===== config.mk =====
export PLATFORM = sky130hd
export DESIGN_NAME = bcl_cell
export DESIGN_NICKNAME = d
export VERILOG_FILES = /design/src/rtl/border_label_clear_unit_defines.svh /design/src/rtl/bcl_pkg.sv /design/src/rtl/bcl_ram.sv /design/src/rtl/bcl_cell.sv
export SDC_FILE = /design/constraint.sdc
export NUM_CORES = 2
export LEC_CHECK = 0
export BUFFER_PORTS_ARGS = -buffer_cell sky130_fd_sc_hd__buf_2
export CAP_MARGIN = 25
export CORE_MARGIN = 3
export CORE_UTILIZATION = 30
export DETAILED_ROUTE_END_ITERATION = 16
export PLACE_DENSITY = 0.47
export RECOVER_POWER = 100
export SETUP_SLACK_MARGIN = 0.3
export SLEW_MARGIN = 10
export SYNTH_ARGS = -nofsm -noshare
export SYNTH_HDL_FRONTEND = slang
export SYNTH_SLANG_ARGS = --single-unit

===== constraint.sdc =====
create_clock -name i_clk -period 6.5 [get_ports i_clk]
set_clock_uncertainty 0.2 [all_clocks]
set_input_delay 0.65 -clock i_clk [delete_from_list [all_inputs] [get_ports i_clk]]
set_output_delay 0.65 -clock i_clk [all_outputs]
set_load 0.005 [all_outputs]

===== src/rtl/border_label_clear_unit_defines.svh =====
// ---------------------------------------------------------------------------
// border label clear unit: assertion macros
// shared assertion wrappers for the border label clear unit
// ---------------------------------------------------------------------------
`ifndef BORDER_LABEL_CLEAR_UNIT_DEFINES_SVH
`define BORDER_LABEL_CLEAR_UNIT_DEFINES_SVH

// check sampled on the rising edge, switched off while reset is held
`define BCL_ASSERT_RST(lbl, clk, rst_n, prop, msg) \
    lbl: assert property (@(posedge clk) disable iff (!rst_n) prop) else $error(msg);

// check sampled on every rising edge, reset included
`define BCL_ASSERT_ALWAYS(lbl, clk, prop, msg) \
    lbl: assert property (@(posedge clk) prop) else $error(msg);

`endif


===== src/rtl/bcl_pkg.sv =====
// ---------------------------------------------------------------------------
// bcl_pkg
// types and constants shared by the border label clear unit and its cells
// ---------------------------------------------------------------------------
`timescale 1ns / 1ps

package bcl_pkg;

    // number of cells in the search chain and the bits that pick one
    localparam int N_CELLS   = 8;
    localparam int CELL_BITS = 3;

    // request opcodes; the remaining code is ignored
    typedef enum logic [1:0] {
        OP_CLEAR  = 2'd0,
        OP_SCAN   = 2'd1,
        OP_FILTER = 2'd2
    } t_opcode;

    // configuration register indexes
    typedef enum logic [1:0] {
        CFG_SIZE_X    = 2'd0,
        CFG_SIZE_Y    = 2'd1,
        CFG_SIZE_Z    = 2'd2,
        CFG_SEEDS_ENA = 2'd3
    } t_cfg_idx;

    // per-cycle control broadcast to every cell
    typedef struct packed {
        logic                 clear_hit;
        logic                 rd_valid;
        logic                 row_full;
        logic                 row_part;
        logic [CELL_BITS-1:0] cnt_low;
    } t_cell_ctrl;

endpackage


===== src/rtl/bcl_ram.sv =====
// ---------------------------------------------------------------------------
// bcl_ram
// generic single write port ram with one registered read port
// ---------------------------------------------------------------------------
`timescale 1ns / 1ps

module bcl_ram #(
    parameter int WIDTH = 16,
    parameter int DEPTH = 256
) (
    input  logic                     i_clk,
    input  logic                     i_we,
    input  logic [$clog2(DEPTH)-1:0] i_waddr,
    input  logic [WIDTH-1:0]         i_wdata,
    input  logic [$clog2(DEPTH)-1:0] i_raddr,
    output logic [WIDTH-1:0]         o_rdata
);

    logic [WIDTH-1:0] r_mem [DEPTH];

    // write port
    always_ff @(posedge i_clk) begin
        if (i_we) begin
            r_mem[i_waddr] <= i_wdata;
        end
    end

    // registered read port
    always_ff @(posedge i_clk) begin
        o_rdata <= r_mem[i_raddr];
    end

endmodule


===== src/rtl/bcl_cell.sv =====
// ---------------------------------------------------------------------------
// bcl_cell
// one search cell: a slice of the label set and a sticky hit handed down
// ---------------------------------------------------------------------------
`timescale 1ns / 1ps

module bcl_cell #(
    parameter int LABEL_BITS = 16,
    parameter int ROWS       = 256,
    parameter int CELL_ID    = 0
) (
    input  logic                    i_clk,
    input  logic                    i_rst_n,
    input  bcl_pkg::t_cell_ctrl     i_ctrl,
    input  logic                    i_we,
    input  logic [$clog2(ROWS)-1:0] i_wrow,
    input  logic [LABEL_BITS-1:0]   i_wdata,
    input  logic [$clog2(ROWS)-1:0] i_rrow,
    input  logic [LABEL_BITS-1:0]   i_probe,
    input  logic                    i_hit,
    output logic                    o_hit
);

    localparam logic [bcl_pkg::CELL_BITS-1:0] ID = bcl_pkg::CELL_BITS'(CELL_ID);

    logic [LABEL_BITS-1:0] w_rdata;
    logic                  w_in_use;
    logic                  w_match;
    logic                  r_hit;

    // slice of the set: entry row*N_CELLS+CELL_ID lives at row
    bcl_ram #(
        .WIDTH (LABEL_BITS),
        .DEPTH (ROWS)
    ) u_ram (
        .i_clk   (i_clk),
        .i_we    (i_we),
        .i_waddr (i_wrow),
        .i_wdata (i_wdata),
        .i_raddr (i_rrow),
        .o_rdata (w_rdata)
    );

    // entry is held only if its index is below the fill count
    assign w_in_use = i_ctrl.row_full || (i_ctrl.row_part && (ID < i_ctrl.cnt_low));
    assign w_match  = i_ctrl.rd_valid && w_in_use && (w_rdata == i_probe);

    // sticky hit, merged with the neighbour's and passed on
    always_ff @(posedge i_clk) begin
        if (!i_rst_n || i_ctrl.clear_hit) begin
            r_hit <= 1'b0;
        end else begin
            r_hit <= r_hit | i_hit | w_match;
        end
    end

    assign o_hit = r_hit;

endmodule


**Yosys cells after proc, flatten, opt, wreduce, memory -nomap -nowiden**

Memory sizes are Yosys's and may differ from the RTL's. A register that Yosys moved wholly into a read port is not among the register bits.
Cells that the tools add are included.

- Equality and inequality tests: 1
- Magnitude comparators: 1
- Mux-type cells: 2
- Reductions and logical operators: 6
- Bitwise logic cells: 2

Operator list:

| operator | count |
|---|---|
| $eq A16 B16 Y1 | 1 |
| $logic_and A1 B1 Y1 | 3 |
| $lt A1 B3 Y1 const A | 1 |
| $logic_or A1 B1 Y1 | 2 |
| $mux W1 | 2 |
| $or A1 B1 Y1 | 2 |
| $logic_not A1 Y1 | 1 |

- Memories kept: 1
- Register bits: 1
- RAM bits: 4096
- Output and inout bits: 1

Memories:

| memory | words | bits a word | read ports | clocked after memory_dff | wr ports | line | text |
|---|---|---|---|---|---|---|---|
| u_ram.r_mem | 256 | 16 | 1 | 1 | 1 | bcl_ram.sv:19 | `logic [WIDTH-1:0] r_mem [DEPTH];` |

**Longest topological paths before layout**

- Depth after elaboration: 6
- Depth in mapped cells: 13
- Mapped depth without buffers: 7

**Hierarchy**

From an unflattened synthesis, not the netlist that was laid out.

- Cells, all modules: 7387
- Area, all modules: 158951.2 um^2

Modules (own cells, without submodules):

| module | instances | cells an instance | area an instance (um^2) | sequential area each (um^2) |
|---|---|---|---|---|
| bcl_ram | 1 | 7360 | 158714.7 | 123318.3 |
| bcl_cell | 1 | 27 | 236.5 | 20.0 |

**Worst setup path before layout**

OpenSTA, ideal clock, no wires.

- Path kind: input port to flip-flop
- From: input i_rrow[0]
- To: register u_ram.o_rdata[12], read port of u_ram.r_mem
- Slack: 3342 ps
- Stages: 11
- Library setup time: 126 ps
- Data required time: 6174 ps
- Path buffers: 6
- Arrival: 2832 ps
- Cell sequence: buf_6 -> buf_12 -> buf_8 -> buf_6 -> buf_6 -> buf_2 -> mux4_2 -> a221oi_1 -> o21ai_0 -> nor3_1 -> nor3_2

RTL lines:

| element | line | text |
|---|---|---|
| start: declaration | bcl_cell.sv:18 | `input logic [$clog2(ROWS)-1:0] i_rrow,` |
| end: declaration | bcl_ram.sv:16 | `output logic [WIDTH-1:0] o_rdata` |

**Worst setup path after layout**

- From: input i_wdata[12]
- To: memory u_ram.r_mem[219][12], data pin

RTL lines:

| element | line | text |
|---|---|---|
| start: declaration | bcl_cell.sv:17 | `input logic [LABEL_BITS-1:0] i_wdata,` |
| end: declaration | bcl_ram.sv:19 |  |

Straight into the memory's write port.

==> qor_table.md <==
| Parameter | This run | Unit |
| --- | --- | --- |
| Top Ports | 60 | - |
| Cell taking the most area after synthesis | edfxtp_1 | - |
| IO buf count | 59 | - |
| Detailed-routing iteration count for the pre-antenna-repair pass | 9 | - |
| Layout net count | 7984 | - |
| MaxCap Viol Count | 74 | - |
| Top post-synthesis cells by area | edfxtp_1 (77%), mux4_2 (11%), mux2i_1 (3.7%), o221ai_1 (0.84%), nor2_1 (0.81%) | - |
| Worst slew slack as a fraction of its limit | -275 | % |
| Total routed wirelength | 483000 | um |
| Place WS | 1.06 | ns |
| Count of standard-cell rows | 266 | - |
| Clock root buffer | clkbuf_16 | - |
| CP Class | input pin to flip-flop | - |
| Setup slack of the critical path after layout | 1.17 | ns |
| Clock Pin Slew Worst Setup and Hold Paths | 0.06 | ns |
| Number of instances resized during post-cts repair | 0 | - |
| Area share of the largest cell type after synthesis | 77.4 | % |
| Post-Place Cells | 14400 | - |
| Number of pins with negative max-slew slack in the final report | 2727 | - |
| CP Capture Type | flip-flop | - |
| Maximum ir drop on the vdd rail | 246 | uV |
| Count of distinct cell types in the synthesized netlist | 64 | - |
| Setup repair after global routing missed its margin | false | - |
| Aggregate negative setup slack | 0 | ns |
| Final hold violation count | 0 | - |
| Number of instances on the worst hold path | 3 | - |
| Startpoint of the worst hold path | i_wrow[1] | - |
| Fraction of final layout cells sized beyond drive strength 1 | 20.5 | % |
| Final cell utilization of the core | 34.5 | % |
| Arrival time at the worst endpoint | 5.26 | ns |
| Avg Synthesized Cell Area | 21.5 | um2 |
| Transition at the pin with the smallest max-transition slack | 5.62 | ns |
| Required time at the worst-slack endpoint | 6.43 | ns |
| Area of the core | 527000 | um2 |
| Fillers | 49100 | - |
| Routed len/inst | 31.7 | um |
| Hold/Removal Path Class | input pin to flip-flop | - |
| First-pass GRT wire length | 666000 | um |
| Overall die area | 539000 | um2 |
| Routability congestion estimate from global placement | 0.875 | - |
| Initial antenna violation count | 55 | - |
| Time the final worst path needs with I/O delays and setup | 5.33 | ns |
| Final antenna-violating net count | 0 | - |
| Via count of the first global-routing pass | 80100 | - |
| Result of the run | finished with violations | - |
| Global-route total usage across every layer | 17.5 | % |
| FFs w/ async S/R, synth | 0 | % |
| Static power due to leakage | 55.9 | nW |
| Number of sinks on the clock net | 4113 | - |
| Yosys warning total | 0 | - |
| Tightest hold margin | 0.105 | ns |
| Critical-path maximum fanout | 110 | - |
| Share of synthesized area occupied by flip-flops and latches | 77.6 | % |
| Mean number of vias per cell | 5.20 | - |
| Drc violations | 0 | - |
| Final number of setup-violating endpoints | 0 | - |
| Initial standard-cell utilization of the core | 30.2 | % |
| Startpoint Class | input pin | - |
| Post-Synthesis Net Count | 7470 | - |
| Clock buffers created by TritonCTS | 420 | - |
| R2r endpoint | u_ram.o_rdata[8] | - |
| Number of levels the H-tree was split into | 5 | - |
| FMAX | 188 | MHz |
| Total via count after detailed routing | 79200 | - |
| Endpoint with the worst hold slack | u_ram.r_mem[163][10] | - |
| Overall die width | 734 | um |
| Register-to-register path setup slack | 2.23 | ns |
| Pin count of the biggest net entering global routing | 177 | - |
| Global-route congestion overflow total | 0 | - |
| Total chip power | 55.7 | mW |
| Cell area after synthesis | 159000 | um2 |
| Final std cells w/o fill | 15200 | - |
| Register-to-Register Path Depth | 6 | - |
| Number of hold buffers added after cts | 15 | - |
| Area growth syn-to-layout | 14.4 | % |
| TritonCTS clock tree | yes | - |
| Post-CTS Setup Bufs | 0 | - |
| Share of the cycle needed by the critical path after routing | 82.0 | % |
| Drt first-iter violations | 9336 | - |
| Detailed-placement wirelength estimate | 290000 | um |
| Worst flop-to-flop path startpoint | u_ram.r_mem[158][8] | - |
| Die Y-Extent | 734 | um |
| Dominant register cell in the synthesized netlist | edfxtp_1 | - |
| Power density over cell area | 306 | nW/um2 |
| Worst-Skew Late Latency | 1.01 | ns |
| Number of flops mapped to enable cells by yosys | 4096 | - |
| Violated checks | max-capacitance violations, max-slew violations | - |
| Worst-case clock buffer depth | 4 | - |
| Final design area excluding fillers | 182000 | um2 |
| Register bit count reported by yosys | 4113 | - |
| Area after DPL | 170000 | um2 |
| Gate count of the mapped netlist | 7411 | - |
area by class of cell:
class | count | area (um2) | area share [%]
antenna | 16 | 40.0 | 0.0220
clock buffer | 522 | 11100 | 6.12
clock inverter | 235 | 2000 | 1.10
inverter | 3 | 23.8 | 0.0131
multi-input combinational | 2848 | 33000 | 18.2
sequential | 4113 | 123000 | 67.8
tap | 6968 | 8720 | 4.79
timing repair buffer | 539 | 3570 | 1.96
flip-flops by register name, summed over array words and instances (netlist names):
signal,flops
u_ram.r_mem,4096
u_ram.o_rdata,16
o_hit,1
worst max path at each step:
stage / slack (ns) / startpoint / cells past startpoint / to
floorplan: 3.34 / i_rrow[0] / 11 / u_ram.o_rdata[12]
global placement: -0.19 / i_rrow[0] / 9 / u_ram.o_rdata[9]
detailed placement: 1.06 / i_rrow[0] / 9 / u_ram.o_rdata[0]
CTS: 2.16 / i_rrow[0] / 9 / u_ram.o_rdata[0]
global route: 1.03 / i_wdata[15] / 1 / u_ram.r_mem[0][15]
finish: 1.17 / i_wdata[12] / 3 / u_ram.r_mem[219][12]
critical path: stages:
cell,delay [ns]
dlygate4sd3_1,0.58
buf_8,0.60
clkbuf_1,3.00
cell usage in the layout, fill, tap and decap left out, types with 16 or more instances in the layout:
| cell type | n |
|---|---|
| clkinv_1 | 95 |
| nor3_1 | 188 |
| nor2_1 | 325 |
| clkbuf_1 | 367 |
| nor2_2 | 17 |
| bufinv_16 | 30 |
| dfxtp_1 | 17 |
| o21ai_0 | 32 |
| a22o_1 | 30 |
| nand4_1 | 22 |
| clkbuf_16 | 429 |
| a21oi_1 | 106 |
| buf_2 | 36 |
| a221oi_1 | 39 |
| mux2i_1 | 581 |
| buf_4 | 141 |
| buf_12 | 40 |
| o22ai_1 | 187 |
| nand2_1 | 56 |
| edfxtp_1 | 4096 |
| diode_2 | 16 |
| a22oi_1 | 59 |
| o221ai_1 | 153 |
| nor4_1 | 40 |
| nand3_1 | 27 |
| clkinv_2 | 79 |
| mux4_2 | 810 |
where the power goes:
| group | leakage (nW) | internal (mW) | total [mW] | switching [mW] |
|---|---|---|---|---|
| clock | 6.44 | 13.3 | 23.5 | 10.2 |
| sequential | 37.0 | 29.3 | 29.4 | 0.0810 |
| combinational | 12.5 | 0.909 | 2.88 | 1.97 |
| total | 55.9 | 43.5 | 55.7 | 12.2 |
layer usage:
layer	global-route usage (%)	vias up	wire length, um
met2	27.9	2925	228000
met4	4.65	18	14100
li1	-	32400	-
met5	0	-	109
met1	24.3	43300	205000
met3	3.43	620	35000
logic make-up (layout without fill, tap and decap cells):
group                  count (synthesis)  in the layout  share of synthesized area, %
AO/OA/AOI/OAI                        657            657                          2.93
XOR/XNOR                              16             16                        0.0881
buffers and inverters                450           1299                          1.77
flip-flops                          4113           4113                          77.6
multiplexers                        1412           1412                          15.4
other                                  0             16                             0
AND/OR/NAND/NOR                      763            763                          2.23
Yosys cell counts, types with 14 or more instances:
| library cell | number |
|---|---|
| dfxtp_1 | 17 |
| a211oi_1 | 14 |
| mux2i_1 | 581 |
| mux4_2 | 810 |
| buf_4 | 45 |
| clkbuf_1 | 188 |
| nand3_1 | 30 |
| a21oi_1 | 106 |
| o221ai_1 | 153 |
| buf_6 | 77 |
| a221oi_1 | 39 |
| buf_1 | 32 |
| buf_2 | 82 |
| a22oi_1 | 59 |
| o22ai_1 | 187 |
| nor2_1 | 344 |
| nor3_1 | 194 |
| nand4_1 | 22 |
| o21ai_0 | 32 |
| nand2_1 | 57 |
| edfxtp_1 | 4096 |
| a22o_1 | 30 |
| nor4_1 | 42 |
(Power assumes the default switching activity.)
